File: src/rtl/gdad_pkg.sv
// Shared types, constants and calendar helpers for the date advance unit.
// No dependencies; imported by the controller, the datapath and the top level.
package gdad_pkg;

  // Year register width and day counter width
  localparam int unsigned YEAR_BITS     = 16;
  localparam int unsigned COUNT_BITS    = 16;

  // Leap cycle: remainder of the year modulo 400 drives the leap rule
  localparam int unsigned REM_BITS   = 9;
  localparam logic [REM_BITS-1:0] REM_LAST   = 9'd399;
  localparam logic [REM_BITS-1:0] CENTURY_1  = 9'd100;
  localparam logic [REM_BITS-1:0] CENTURY_2  = 9'd200;
  localparam logic [REM_BITS-1:0] CENTURY_3  = 9'd300;

  // Year modulo 400 comes from (year / 16) modulo 25 and the low four year bits;
  // the quotient by 25 uses a reciprocal multiply that is exact over YQ_BITS
  localparam int unsigned YQ_BITS     = YEAR_BITS - 4;
  localparam int unsigned RECIP_SHIFT = YQ_BITS + 5;
  localparam int unsigned RPROD_BITS  = 2 * YQ_BITS + 6;
  localparam logic [4:0]  CYCLE_DIV16 = 5'd25;
  localparam logic [YQ_BITS:0] RECIP_25 = (YQ_BITS + 1)'(
    ((64'd1 << RECIP_SHIFT) + 64'(CYCLE_DIV16) - 64'd1) / 64'(CYCLE_DIV16));

  localparam logic [3:0] MONTH_FIRST = 4'd1;
  localparam logic [3:0] MONTH_FEB   = 4'd2;
  localparam logic [3:0] MONTH_LAST  = 4'd12;

  typedef enum logic [2:0] {
    ST_IDLE,
    ST_MOD,
    ST_CHECK,
    ST_STEP,
    ST_DONE
  } state_e;

  // Controller to datapath commands
  typedef struct packed {
    logic load;
    logic mod_step;
    logic check;
    logic step;
  } dp_cmd_t;

  // Datapath to controller status
  typedef struct packed {
    logic mod_last;
    logic date_ok;
    logic count_zero;
  } dp_sts_t;

  // Leap rule from the year modulo 400
  function automatic logic is_leap(input logic [REM_BITS-1:0] rem);
    logic century;
    century = (rem == CENTURY_1) || (rem == CENTURY_2) || (rem == CENTURY_3);
    return (rem == '0) || ((rem[1:0] == 2'b00) && !century);
  endfunction

  // Month length; codes outside 1 to 12 give zero
  function automatic logic [4:0] days_in(input logic [3:0] month, input logic leap);
    logic [4:0] len;
    unique case (month)
      4'd1, 4'd3, 4'd5, 4'd7, 4'd8, 4'd10, 4'd12: len = 5'd31;
      4'd4, 4'd6, 4'd9, 4'd11:                    len = 5'd30;
      MONTH_FEB:                                  len = leap ? 5'd29 : 5'd28;
      default:                                    len = 5'd0;
    endcase
    return len;
  endfunction

endpackage

File: src/rtl/gdad_dp.sv
// Datapath of the date advance unit: date registers, day counter, year-modulo-400
// unit and result formatting. Depends on gdad_pkg.
module gdad_dp import gdad_pkg::*; (
  input  logic        clk_i,
  input  logic        rst_ni,
  input  dp_cmd_t     cmd_i,
  output dp_sts_t     sts_o,
  input  logic [7:0]  start_day_i,
  input  logic [7:0]  start_month_i,
  input  logic [15:0] start_year_i,
  input  logic [15:0] days_to_add_i,
  output logic        date_valid_o,
  output logic [4:0]  end_day_o,
  output logic [3:0]  end_month_o,
  output logic [15:0] end_year_o,
  output logic        year_overflow_o
);

  logic [7:0]               day_q, day_d;
  logic [7:0]               month_q, month_d;
  logic [YEAR_BITS-1:0]     year_q, year_d;
  logic [COUNT_BITS-1:0]    count_q, count_d;
  logic [REM_BITS-1:0]      rem_q, rem_d;
  logic [4:0]               quot_lo_q, quot_lo_d;
  logic                     mod_ph_q, mod_ph_d;
  logic                     ovf_q, ovf_d;
  logic                     valid_q, valid_d;

  logic                     leap;
  logic [4:0]               month_len;
  logic                     month_ok;
  logic [YQ_BITS-1:0]       year_hi;
  logic [RPROD_BITS-1:0]    recip_prod;
  logic [4:0]               rem25;
  logic [YEAR_BITS-1:0]     year_inc;

  // Month length of the current date
  assign leap      = is_leap(rem_q);
  assign month_ok  = (month_q >= 8'(MONTH_FIRST)) && (month_q <= 8'(MONTH_LAST));
  assign month_len = month_ok ? days_in(month_q[3:0], leap) : 5'd0;
  assign year_inc  = year_q + YEAR_BITS'(1);

  // Quotient of year / 16 by 25 through a reciprocal multiply; only its low
  // five bits are needed to recover the remainder modulo 25
  assign year_hi    = year_q[YEAR_BITS-1:4];
  assign recip_prod = RPROD_BITS'(year_hi) * RPROD_BITS'(RECIP_25);
  assign rem25      = year_q[8:4] - 5'(quot_lo_q * CYCLE_DIV16);

  assign sts_o.mod_last   = mod_ph_q;
  assign sts_o.date_ok    = month_ok && (year_q != '0) && (day_q != '0)
                            && (day_q <= {3'b000, month_len});
  assign sts_o.count_zero = (count_q == '0);

  // Next state of the date and the counters
  always_comb begin
    day_d     = day_q;
    month_d   = month_q;
    year_d    = year_q;
    count_d   = count_q;
    rem_d     = rem_q;
    quot_lo_d = quot_lo_q;
    mod_ph_d  = mod_ph_q;
    ovf_d     = ovf_q;
    valid_d   = valid_q;
    priority if (cmd_i.load) begin
      day_d    = start_day_i;
      month_d  = start_month_i;
      year_d   = YEAR_BITS'(start_year_i);
      count_d  = COUNT_BITS'(days_to_add_i);
      rem_d    = '0;
      mod_ph_d = 1'b0;
      ovf_d    = 1'b0;
      valid_d  = 1'b0;
    end else if (cmd_i.mod_step) begin
      // First beat holds the quotient, second folds it into the remainder
      if (!mod_ph_q) begin
        quot_lo_d = recip_prod[RECIP_SHIFT +: 5];
        mod_ph_d  = 1'b1;
      end else begin
        rem_d = {rem25, year_q[3:0]};
      end
    end else if (cmd_i.check) begin
      valid_d = sts_o.date_ok;
    end else if (cmd_i.step) begin
      count_d = count_q - COUNT_BITS'(1);
      if (day_q >= {3'b000, month_len}) begin
        day_d = 8'd1;
        if (month_q < 8'(MONTH_LAST)) begin
          month_d = month_q + 8'd1;
        end else begin
          month_d = 8'(MONTH_FIRST);
          year_d  = year_inc;
          // Wrap drops the year to zero, which starts a fresh leap cycle
          if (year_inc == '0) begin
            ovf_d = 1'b1;
            rem_d = '0;
          end else begin
            rem_d = (rem_q == REM_LAST) ? '0 : rem_q + REM_BITS'(1);
          end
        end
      end else begin
        day_d = day_q + 8'd1;
      end
    end
  end

  // Control flags, day counter and year remainder
  always_ff @(posedge clk_i or negedge rst_ni) begin
    if (!rst_ni) begin
      valid_q  <= 1'b0;
      ovf_q    <= 1'b0;
      mod_ph_q <= 1'b0;
      count_q  <= '0;
      rem_q    <= '0;
    end else begin
      valid_q  <= valid_d;
      ovf_q    <= ovf_d;
      mod_ph_q <= mod_ph_d;
      count_q  <= count_d;
      rem_q    <= rem_d;
    end
  end

  // Date payload and the held quotient
  always_ff @(posedge clk_i) begin
    day_q     <= day_d;
    month_q   <= month_d;
    year_q    <= year_d;
    quot_lo_q <= quot_lo_d;
  end

  // Zero every field of an invalid date
  assign date_valid_o    = valid_q;
  assign end_day_o       = valid_q ? day_q[4:0] : 5'd0;
  assign end_month_o     = valid_q ? month_q[3:0] : 4'd0;
  assign end_year_o      = valid_q ? 16'(year_q) : 16'd0;
  assign year_overflow_o = valid_q & ovf_q;

  a_rem_range: assert property (@(posedge clk_i) disable iff (!rst_ni)
    rem_q <= REM_LAST)
    else $error("year remainder out of range");

  a_step_date: assert property (@(posedge clk_i) disable iff (!rst_ni)
    cmd_i.step |=> (day_q != '0) && (month_q >= 8'(MONTH_FIRST))
                   && (month_q <= 8'(MONTH_LAST)))
    else $error("date left calendar range after a step");

  a_step_count: assert property (@(posedge clk_i) disable iff (!rst_ni)
    cmd_i.step |=> count_q == $past(count_q) - COUNT_BITS'(1))
    else $error("day counter did not advance by one");

endmodule

File: src/rtl/gdad_ctrl.sv
// Controller of the date advance unit: sequences load, remainder, check and
// day steps, and drives the handshake. Depends on gdad_pkg.
module gdad_ctrl import gdad_pkg::*; (
  input  logic    clk_i,
  input  logic    rst_ni,
  input  logic    start,
  output logic    busy,
  output logic    done_o,
  output dp_cmd_t cmd_o,
  input  dp_sts_t sts_i
);

  state_e state_q, state_d;

  // Hold the state
  always_ff @(posedge clk_i or negedge rst_ni) begin
    if (!rst_ni) begin
      state_q <= ST_IDLE;
    end else begin
      state_q <= state_d;
    end
  end

  // Advance the sequence and issue datapath commands
  always_comb begin
    state_d = state_q;
    cmd_o   = '0;
    unique case (state_q)
      ST_IDLE: begin
        if (start) begin
          cmd_o.load = 1'b1;
          state_d    = ST_MOD;
        end
      end
      ST_MOD: begin
        cmd_o.mod_step = 1'b1;
        if (sts_i.mod_last) begin
          state_d = ST_CHECK;
        end
      end
      ST_CHECK: begin
        cmd_o.check = 1'b1;
        state_d     = sts_i.date_ok ? ST_STEP : ST_DONE;
      end
      ST_STEP: begin
        if (sts_i.count_zero) begin
          state_d = ST_DONE;
        end else begin
          cmd_o.step = 1'b1;
        end
      end
      ST_DONE: begin
        state_d = ST_IDLE;
      end
      default: begin
        state_d = ST_IDLE;
      end
    endcase
  end

  assign busy   = (state_q != ST_IDLE);
  assign done_o = (state_q == ST_DONE);

  a_done_once: assert property (@(posedge clk_i) disable iff (!rst_ni)
    state_q == ST_DONE |=> state_q == ST_IDLE)
    else $error("result strobe held longer than one beat");

  a_step_guard: assert property (@(posedge clk_i) disable iff (!rst_ni)
    cmd_o.step |-> !sts_i.count_zero)
    else $error("day step issued with counter at zero");

  a_mod_exit: assert property (@(posedge clk_i) disable iff (!rst_ni)
    (state_q == ST_MOD) && sts_i.mod_last |=> state_q == ST_CHECK)
    else $error("remainder phase did not hand over to the check");

endmodule

File: src/rtl/gregorian_date_add_days_unit.sv
// Top level of the Gregorian date advance unit: joins controller and datapath.
// Depends on gdad_pkg, gdad_ctrl and gdad_dp.
// Sequence: load, year remainder, date check, then day steps until the counter
//   reaches zero for a valid date (none for an invalid one), then the done_o beat.
// One item at a time: a new start is taken only once the unit is back in idle
//   after the result beat.
// busy is high from acceptance through the result beat; the receiver cannot stall.
// Reset: rst_ni clears the sequencer to idle, asynchronously.
module gregorian_date_add_days_unit import gdad_pkg::*; (
  input  logic        clk_i,
  input  logic        rst_ni,
  input  logic        start,
  output logic        busy,
  input  logic [7:0]  start_day_i,
  input  logic [7:0]  start_month_i,
  input  logic [15:0] start_year_i,
  input  logic [15:0] days_to_add_i,
  output logic        done_o,
  output logic        date_valid_o,
  output logic [4:0]  end_day_o,
  output logic [3:0]  end_month_o,
  output logic [15:0] end_year_o,
  output logic        year_overflow_o
);

  dp_cmd_t cmd;
  dp_sts_t sts;

  // Sequence the work
  gdad_ctrl u_ctrl (
    .clk_i  (clk_i),
    .rst_ni (rst_ni),
    .start  (start),
    .busy   (busy),
    .done_o (done_o),
    .cmd_o  (cmd),
    .sts_i  (sts)
  );

  // Hold and advance the date
  gdad_dp u_dp (
    .clk_i           (clk_i),
    .rst_ni          (rst_ni),
    .cmd_i           (cmd),
    .sts_o           (sts),
    .start_day_i     (start_day_i),
    .start_month_i   (start_month_i),
    .start_year_i    (start_year_i),
    .days_to_add_i   (days_to_add_i),
    .date_valid_o    (date_valid_o),
    .end_day_o       (end_day_o),
    .end_month_o     (end_month_o),
    .end_year_o      (end_year_o),
    .year_overflow_o (year_overflow_o)
  );

endmodule

File: config.mk
export PLATFORM = sky130hd
export DESIGN_NAME = gregorian_date_add_days_unit
export DESIGN_NICKNAME = d
export VERILOG_FILES = /design/src/rtl/gdad_pkg.sv /design/src/rtl/gdad_dp.sv /design/src/rtl/gdad_ctrl.sv /design/src/rtl/gregorian_date_add_days_unit.sv
export SDC_FILE = /design/constraint.sdc
export NUM_CORES = 1
export LEC_CHECK = 0
export ABC_CLOCK_PERIOD_IN_PS = 5300
export BUFFER_PORTS_ARGS = -buffer_cell sky130_fd_sc_hd__buf_2
export CAP_MARGIN = 20
export CORE_MARGIN = 2
export CORE_UTILIZATION = 55
export CTS_CLUSTER_SIZE = 25
export DETAILED_ROUTE_END_ITERATION = 6
export PLACE_DENSITY = 0.79
export SETUP_SLACK_MARGIN = 0.02
export SLEW_MARGIN = 20
export SYNTH_ARGS = -nofsm -noshare
export SYNTH_HDL_FRONTEND = slang
export SYNTH_SLANG_ARGS = --single-unit
File: constraint.sdc
create_clock -name clk_i -period 5.3 [get_ports clk_i]
set_input_delay 0.53 -clock clk_i [delete_from_list [all_inputs] [get_ports clk_i]]
set_output_delay 0.53 -clock clk_i [all_outputs]
set_load 0.01 [all_outputs]
---- Word-level counts from Yosys, hierarchy flattened ----
Index checks and enable logic that the tools add are counted.
cells by class
  $mul .................................... 2
  add/subtract/negate cells ............... 6
  shifts and indexed selects .............. 0
  bitwise logic cells ..................... 3
  eq/ne operators ......................... 29
  reductions and logical operators ........ 34
  mux-type cells .......................... 59
  div/mod/pow operators ................... 0
  $lt $le $gt $ge ......................... 5
operators with widths
  kind                                                 number
  2-to-1 mux 16 bit                                    11
  2-to-1 mux 8 bit                                     11
  2-to-1 mux 9 bit                                     9
  logical NOT 16 bit                                   2
  multiplier 12 x 13 -> 22 bit, second input constant  1
  == test 4 bit, second input constant                 5
  2-to-1 mux 1 bit                                     19
  == test 9 bit, second input constant                 2
  adder 16 x 1 -> 16 bit, second input constant        1
  adder 8 x 1 -> 8 bit, second input constant          2
  == test 4 x 3 -> 1 bit, second input constant        4
  nonzero test 16 bit                                  1
  subtractor 16 x 1 -> 16 bit, second input constant   1
  one-hot mux 5 bit (3 select lines)                   1
  2-to-1 mux 3 bit                                     4
  one-hot mux 3 bit (4 select lines)                   1
  2-to-1 mux 5 bit                                     2
  AND reduction 5 bit                                  2
  nonzero test 2 bit                                   5
  adder 9 x 1 -> 9 bit, second input constant          1
  == test 9 x 7 -> 1 bit, second input constant        1
  == test 9 x 8 -> 1 bit, second input constant        1
  logical NOT 9 bit                                    1
  AND reduction 3 bit                                  3
  31 further kinds                                     47
word-level totals
  register bits ........................... 68
  logic and storage cells ................. 148
  bits in writable memories ............... 0
  memories kept ........................... 0
  memory bits (read-only) ................. 0
  bits in latches ......................... 0

---- Logic depth before layout (Yosys ltp) ----
Gate-level depths: netlist (run 1).
  word-level depth ........................ 15
  depth in mapped cells ................... 18
  gate-level depth less buffers ........... 18

---- Modules after synthesis ----
Synthesis (run 1) repeated with hierarchy kept, for this count alone.
unflattened totals
  cell total of the unflattened synthesis .. 803
  area total of the unflattened synthesis .. 7399.6 um^2
modules (own cells, without submodules)
  module     times used  cells each  area each (um^2)
  gdad_dp    1           783         7204.4
  gdad_ctrl  1           20          195.2

---- Least setup slack after synthesis (run 1) ----
No wires, ideal clock.
  path kind ............................... register to register
  start ................................... register u_dp.year_q[10]
  end ..................................... register u_dp.quot_lo_q[4] (data pin)
  arrival time ............................ 4.802 ns
  period minus slack after synthesis ...... 5.065 ns
  path buffers ............................ 0
  library setup time ...................... 0.263 ns
  data required time ...................... 5.037 ns
  cell stages (with the launch flop) ...... 18
  setup slack ............................. 0.235 ns
  path through ............................ edfxtp_1 > inv_1 > fa_1 > fa_1 > fa_1 > inv_1 > fa_1 > inv_1 > fa_1 > inv_1 > ha_1 > nor4_1 > nand2_1 > a31o_2 > a211oi_1 > o21bai_1 > a311oi_1 > xnor2_1
between the ends
  word-level cells in the longest chain between the ends .. 1
RTL lines
  item                          line            text
  start, declared               gdad_dp.sv:21   logic [YEAR_BITS-1:0] year_q, year_d;
  start signal, assigned        gdad_dp.sv:128  year_q <= year_d;
  multiplier 12 x 13 -> 22 bit  gdad_dp.sv:46   assign recip_prod = RPROD_BITS'(year_hi) * RPROD_BITS'(RECIP_25);
  net u_dp.recip_prod[21]       gdad_dp.sv:33   logic [RPROD_BITS-1:0] recip_prod;
  end signal, assigned          gdad_dp.sv:129  quot_lo_q <= quot_lo_d;
  end, declared                 gdad_dp.sv:24   logic [4:0] quot_lo_q, quot_lo_d;
The timed path passes the listed nets, and every way through them passes these cells.
A chain may end at the register's enable or synchronous reset.

---- Worst setup path after layout (run 1) ----
Ends and elaborated chain as after synthesis.

==> impl_metrics.env, run 1 <==
export IMPL_gp_congestion=0.857
export IMPL_antenna_left=0
export IMPL_seqCellArea_mm2=0.00189
export IMPL_row_count=41
export IMPL_clock_path_buffers=2
export IMPL_synthTopCellsByArea="ha_1 18%, edfxtp_1 16%, fa_1 13%"
export IMPL_dr_pass1_iters=5
export IMPL_worstMarginPinSlew_ns=1.06
export IMPL_grt_pass1_wl_um=27700
export IMPL_crit_type="reg -> reg"
export IMPL_grt_max_degree=64
export IMPL_remaining_drc_errors=0
export IMPL_mostFrequentLayoutCells="132 x inv_1, 100 x ha_1, 79 x buf_2"
export IMPL_r2r_setup_slack_ns=0.21
export IMPL_dp_hpwl_um=13000
export IMPL_finalInstanceArea_mm2=0.00804
export IMPL_syn_inst=769
export IMPL_ys_warn_count=0
export IMPL_fin_crit_sh_pct=96.1
export IMPL_final_net_count=1047
export IMPL_vias=5700
export IMPL_synth_flop_cell="edfxtp_1"
export IMPL_synth_cell_type_count=64
export IMPL_hold_ws_ns=0.246
export IMPL_clock_latency_ns=0.34
export IMPL_ys_seq_area_share_pct=26.6
export IMPL_dieArea_mm2=0.0138
export IMPL_chipWidth_um=118
export IMPL_start_kind="register"
export IMPL_clock_root_buffer="clkbuf_16"
export IMPL_period_needed_ns=5.09
export IMPL_area_growth_pct=13.4
export IMPL_ys_ff_latch=68
export IMPL_drt_total_wl_um=16700
export IMPL_synth_edf_count=37
export IMPL_drtIter0Drc=529
export IMPL_cts_sinks=68
export IMPL_synth_largest_area_cell="ha_1"
export IMPL_fin_skew_ns=0.00956
export IMPL_critPathMaxFanout=3
export IMPL_final_setup_viol_count=0
export IMPL_syn_avg_cell_area_um2=9.22
export IMPL_max_freq_mhz=196
export IMPL_rr_startpoint="u_dp.year_q[10]"
export IMPL_antenna_found_initial=0
export IMPL_layout_cells_most_common="inv_1"
export IMPL_grt_pass1_vias=5710
export IMPL_slew_viol_final=0
export IMPL_grt_remaining_overflow=0
export IMPL_arrival_ns=5.18
export IMPL_die_y_um=118
export IMPL_netlist_area_mm2=0.00709
export IMPL_boundaryPins=80
export IMPL_status="finished, final reports clean"
export IMPL_final_hold_violation_count=0
export IMPL_min_path_type="in -> async"
export IMPL_grtUsageTotal_pct=24.7
export IMPL_num_fill_cells=1071
export IMPL_max_slew_margin_rel_pct=29.6
export IMPL_worstRegToRegCells=17
export IMPL_drive_gt1_share_pct=14.5
export IMPL_antennaDiodeCount=0
export IMPL_wl_per_cell_um=16.2
export IMPL_layout_cells_non_filler=1027
export IMPL_synth_top_area_share_pct=17.6
export IMPL_initial_core_util_pct=56.2
export IMPL_cts_buffers=9
export IMPL_synth_nets=966
export IMPL_worstReg2RegEnd="u_dp.quot_lo_q[4]"
export IMPL_coreArea_mm2=0.0126
export IMPL_critPathCaptureType="register"
export IMPL_clkTransAtPathRegs_ns=0.06
export IMPL_htree_levels=3
export IMPL_dp_cells=1009
export IMPL_cts_tree="built"
export IMPL_numPortBuffers=79
export IMPL_cp_required_ns=5.38
export IMPL_drv_cap=0
export IMPL_async_flop_share_pct=45.6
export IMPL_multi_input_area_mm2=0.00463
export IMPL_viasPerCell=5.55
export IMPL_dpl_cell_area_mm2=0.00769
registers in the layout, indices dropped and copies added, names as in the netlist:
| signal | count |
|---|---|
| u_ctrl.state_q | 3 |
| u_dp.rem_q | 9 |
| u_dp.month_q | 8 |
| u_dp.day_q | 8 |
| u_dp.quot_lo_q | 5 |
| u_dp.date_valid_o | 1 |
| u_dp.count_q | 16 |
| u_dp.mod_ph_q | 1 |
| u_dp.ovf_q | 1 |
| u_dp.year_q | 16 |
cell families (layout without fill, tap and decap cells):
logic type	after synthesis	after routing	share of synthesized area, %
AOI/OAI and AO/OA	110	110	9.51
xor gates and xnor gates	56	56	6.92
muxes	1	1	0.141
adders and majority gates	146	146	30.6
and+or+nand+nor	233	233	17.7
DFF	68	68	26.6
buffers and inverters	155	241	8.49
critical path, stage by stage (launching register included):
cell and delay [ns]:
edfxtp_1 0.41, inv_1 0.15, fa_1 0.49, fa_1 0.50
inv_1 0.06, fa_1 0.51, fa_1 0.55, inv_1 0.06
fa_1 0.52, inv_1 0.04, ha_1 0.20, nor4_1 0.27
nand2_1 0.09, a31o_2 0.25, a211oi_4 0.25, o21bai_2 0.12
a311oi_2 0.28, xnor2_1 0.09
metal layers:
| metal | part of all wire [%] | global-route usage (%) | up-vias |
|---|---|---|---|
| met5 | 0 | 0 | - |
| met4 | 1.9 | 6.78 | 0 |
| met3 | 5.5 | 3.88 | 32 |
| met2 | 47 | 40.9 | 163 |
| met1 | 45 | 34.0 | 2757 |
| li1 | - | - | 2748 |
layout make-up:
cell class                      count  area share (%)
Multi-Input combinational cell    546            57.5
Sequential cell                    68            23.5
Timing Repair Buffer               93            6.22
Inverter                          132            6.16
Clock buffer                       10            2.85
Tap cell                          172            2.68
Clock inverter                      6            1.10
cell usage after synthesis (all sizes together) (3+ instances only):
cell type	count
nor4	10
o31ai	9
and3	12
clkbuf	19
nor2b	8
nor2	33
nand3b	3
xnor2	44
edfxtp	37
a22o	3
nand2b	4
inv	132
buf	4
nor3	13
xor2	12
and2	29
o21ai	39
ha	100
a31oi	5
nand4	7
or3	5
or4	3
nor4b	3
fa	46
dfrtp	31
nand4b	3
nand2	66
a21oi	29
nand3	25
worst max-delay path by stage:
stage | from | endpoint | slack, ns | depth (start not counted)
after global placement | u_dp.year_q[10] | u_dp.quot_lo_q[4] | 0.12 | 17
final | u_dp.year_q[10] | u_dp.quot_lo_q[4] | 0.21 | 17
after CTS | u_dp.year_q[10] | u_dp.quot_lo_q[4] | 0.07 | 17
after detailed placement | u_dp.year_q[10] | u_dp.quot_lo_q[4] | 0.08 | 17
after floorplan | u_dp.year_q[10] | u_dp.quot_lo_q[4] | 0.23 | 17
after global routing | u_dp.year_q[10] | u_dp.quot_lo_q[4] | -0.003 | 17
through the flow:
step | TNS, ns | utilization [%] | setup WS, ns
after floorplan | 0 | - | 0.235
after global placement | 0 | 60.9 | 0.118
after detailed placement | 0 | 60.9 | 0.0782
after CTS | 0 | 63.4 | 0.0665
after global routing | -0.00329 | 63.7 | -0.00329
final | 0 | 63.7 | 0.209
repair_timing:
item / in CTS / in global routing
endpoints found under the setup margin: 0 / 2
buffers inserted: 0 / 2
resized for setup: 0 / 5
hold buffers: 0 / 0
Power of run 1 is not shown: default switching activity piles up to over one toggle a cycle in this logic, so the estimate is an artifact.
==> inputs of run 2 (changes only) <==
--- a/config.mk
+++ b/config.mk
@@ -5,14 +5,14 @@
 export SDC_FILE = /design/constraint.sdc
 export NUM_CORES = 1
 export LEC_CHECK = 0
-export ABC_CLOCK_PERIOD_IN_PS = 5300
+export ABC_CLOCK_PERIOD_IN_PS = 5100
 export BUFFER_PORTS_ARGS = -buffer_cell sky130_fd_sc_hd__buf_2
 export CAP_MARGIN = 20
 export CORE_MARGIN = 2
 export CORE_UTILIZATION = 55
 export CTS_CLUSTER_SIZE = 25
 export DETAILED_ROUTE_END_ITERATION = 6
-export PLACE_DENSITY = 0.79
+export PLACE_DENSITY = 0.76
 export SETUP_SLACK_MARGIN = 0.02
 export SLEW_MARGIN = 20
 export SYNTH_ARGS = -nofsm -noshare
==> constraint.sdc (replaced) <==
create_clock -name clk_i -period 5.1 [get_ports clk_i]
set_input_delay 0.51 -clock clk_i [delete_from_list [all_inputs] [get_ports clk_i]]
set_output_delay 0.51 -clock clk_i [all_outputs]
set_load 0.01 [all_outputs]
==> impl_metrics.env, run 2 (synthesis gave the netlist of run 1 again) <==
export IMPL_final_net_count=1064
export IMPL_vias=5786
export IMPL_drv_cap=0
export IMPL_status="finished, final reports clean"
export IMPL_dieArea_mm2=0.0138
export IMPL_htree_levels=3
export IMPL_mostFrequentLayoutCells="128 x inv_1, 97 x ha_1, 79 x buf_2"
export IMPL_coreArea_mm2=0.0126
export IMPL_grt_max_degree=39
export IMPL_worstReg2RegEnd="u_dp.quot_lo_q[4]"
export IMPL_worstMarginPinSlew_ns=0.872
export IMPL_grtUsageTotal_pct=24.6
export IMPL_numPortBuffers=79
export IMPL_viasPerCell=5.54
export IMPL_worst_path_buf_inv=4
export IMPL_final_setup_viol_count=0
export IMPL_grt_pass1_vias=5522
export IMPL_layout_cells_most_common="inv_1"
export IMPL_period_needed_ns=4.97
export IMPL_cts_sinks=68
export IMPL_antenna_left=0
export IMPL_clkTransAtPathRegs_ns=0.06
export IMPL_fin_ws_ns=0.133
export IMPL_top_usage_layer="met2"
export IMPL_area_growth_pct=16.5
export IMPL_initial_core_util_pct=56.2
export IMPL_reg_top3="u_dp.count_q (16), u_dp.year_q (16), u_dp.rem_q (9)"
export IMPL_drive_gt1_share_pct=17.8
export IMPL_cts_tree="built"
export IMPL_arrival_ns=5.04
export IMPL_drt_total_wl_um=16900
export IMPL_grtUsageMet3_pct=4.51
export IMPL_hold_ws_ns=0.220
export IMPL_fin_skew_ns=0.00687
export IMPL_grt_use_met2_pct=38.3
export IMPL_max_slew_margin_rel_pct=41.7
export IMPL_clock_latency_ns=0.33
export IMPL_clock_path_buffers=2
export IMPL_chipWidth_um=118
export IMPL_die_y_um=118
export IMPL_row_count=41
export IMPL_remaining_drc_errors=0
export IMPL_path_delay_family="adder cells"
export IMPL_seqCellArea_mm2=0.00189
export IMPL_rsz0062_at_grt="true"
export IMPL_cp_cell_sequence="buf_6, fa_1, fa_1, inv_1, fa_1, fa_1, fa_1, inv_1, ha_1, a21oi_2, o21ai_1, a211oi_2, buf_4, o21bai_4, a311oi_2, xnor2_1"
export IMPL_min_path_type="in -> async"
export IMPL_start_kind="register"
export IMPL_rr_startpoint="u_dp.year_q[15]"
export IMPL_crit_path_start="u_dp.year_q[15]"
export IMPL_met1_usage_pct=35.0
export IMPL_antenna_found_initial=1
export IMPL_critPathCaptureType="register"
export IMPL_final_hold_violation_count=0
export IMPL_crit_type="reg -> reg"
export IMPL_dp_cells=1020
export IMPL_gp_congestion=0.937
export IMPL_dr_pass1_iters=6
export IMPL_critPathMaxFanout=4
export IMPL_slew_viol_final=0
export IMPL_r2r_setup_slack_ns=0.13
export IMPL_clock_root_buffer="clkbuf_16"
export IMPL_grt_remaining_overflow=0
export IMPL_layout_cells_non_filler=1045
export IMPL_num_fill_cells=1038
export IMPL_worstRegToRegCells=16
export IMPL_boundaryPins=80
export IMPL_crit_path_top_delay_cell="fa_1"
export IMPL_crit_top_cell="fa_1"
export IMPL_holdBufCountCts=0
export IMPL_wl_per_cell_um=16.2
export IMPL_fin_util_pct=65.5
export IMPL_max_stage_delay_ns=0.56
export IMPL_dp_hpwl_um=13000
export IMPL_cp_required_ns=5.17
export IMPL_multi_input_area_mm2=0.00468
export IMPL_grt_pass1_wl_um=27200
export IMPL_max_freq_mhz=201
export IMPL_cts_buffers=9
export IMPL_drtIter0Drc=564
export IMPL_fin_crit_sh_pct=97.4
export IMPL_preCtsSetupSlack_ns=0.00124
## run 2: routing by layer
metal	vias up	wire length (µm)
met5	-	0
met4	0	374
met3	32	1020
met2	207	7900
met1	2770	7600
li1	2777	-
## run 2: layout make-up
class | instances | share of cell area (%)
diodes | 1 | 0.0303
clock buffers | 13 | 3.94
clock inverters | 3 | 0.227
inverters | 132 | 6.00
multi-input cells | 546 | 56.6
flip-flops and latches | 68 | 22.8
well taps | 172 | 2.61
repair buffers | 110 | 7.74
## run 2: per-stage QoR
stage / TNS [ns] / area [µm²]
after floorplan: 0 / 7090
after global placement: 0 / 7770
after detailed placement: 0 / 7770
after CTS: 0 / 8120
after global routing: -0.0685 / 8260
final: 0 / 8260
## run 2: worst max-delay path by stage
stage,endpoint,slack [ns],cells after the start
after floorplan,u_dp.quot_lo_q[4],0.03,17
after global placement,u_dp.quot_lo_q[4],0.11,18
after detailed placement,u_dp.quot_lo_q[4],0.001,18
after CTS,u_dp.quot_lo_q[3],0.03,19
after global routing,u_dp.quot_lo_q[1],-0.05,18
final,u_dp.quot_lo_q[4],0.13,16
## run 2: timing repair
action,4_1_cts,5_1_grt
pin swaps,1,19
setup buffers,0,8
resized for setup,0,21
setup endpoints to repair,1,4
gates cloned,0,0
## run 2: worst register-to-register path, cell delays in order, from the launching register on
cell	delay (ns)
edfxtp_1	0.46
buf_6	0.17
fa_1	0.50
fa_1	0.53
inv_1	0.06
fa_1	0.56
fa_1	0.45
fa_1	0.54
inv_1	0.04
ha_1	0.31
a21oi_2	0.14
o21ai_1	0.09
a211oi_2	0.20
buf_4	0.16
o21bai_4	0.08
a311oi_2	0.29
xnor2_1	0.11
Power of run 2 is left out for the same reason.
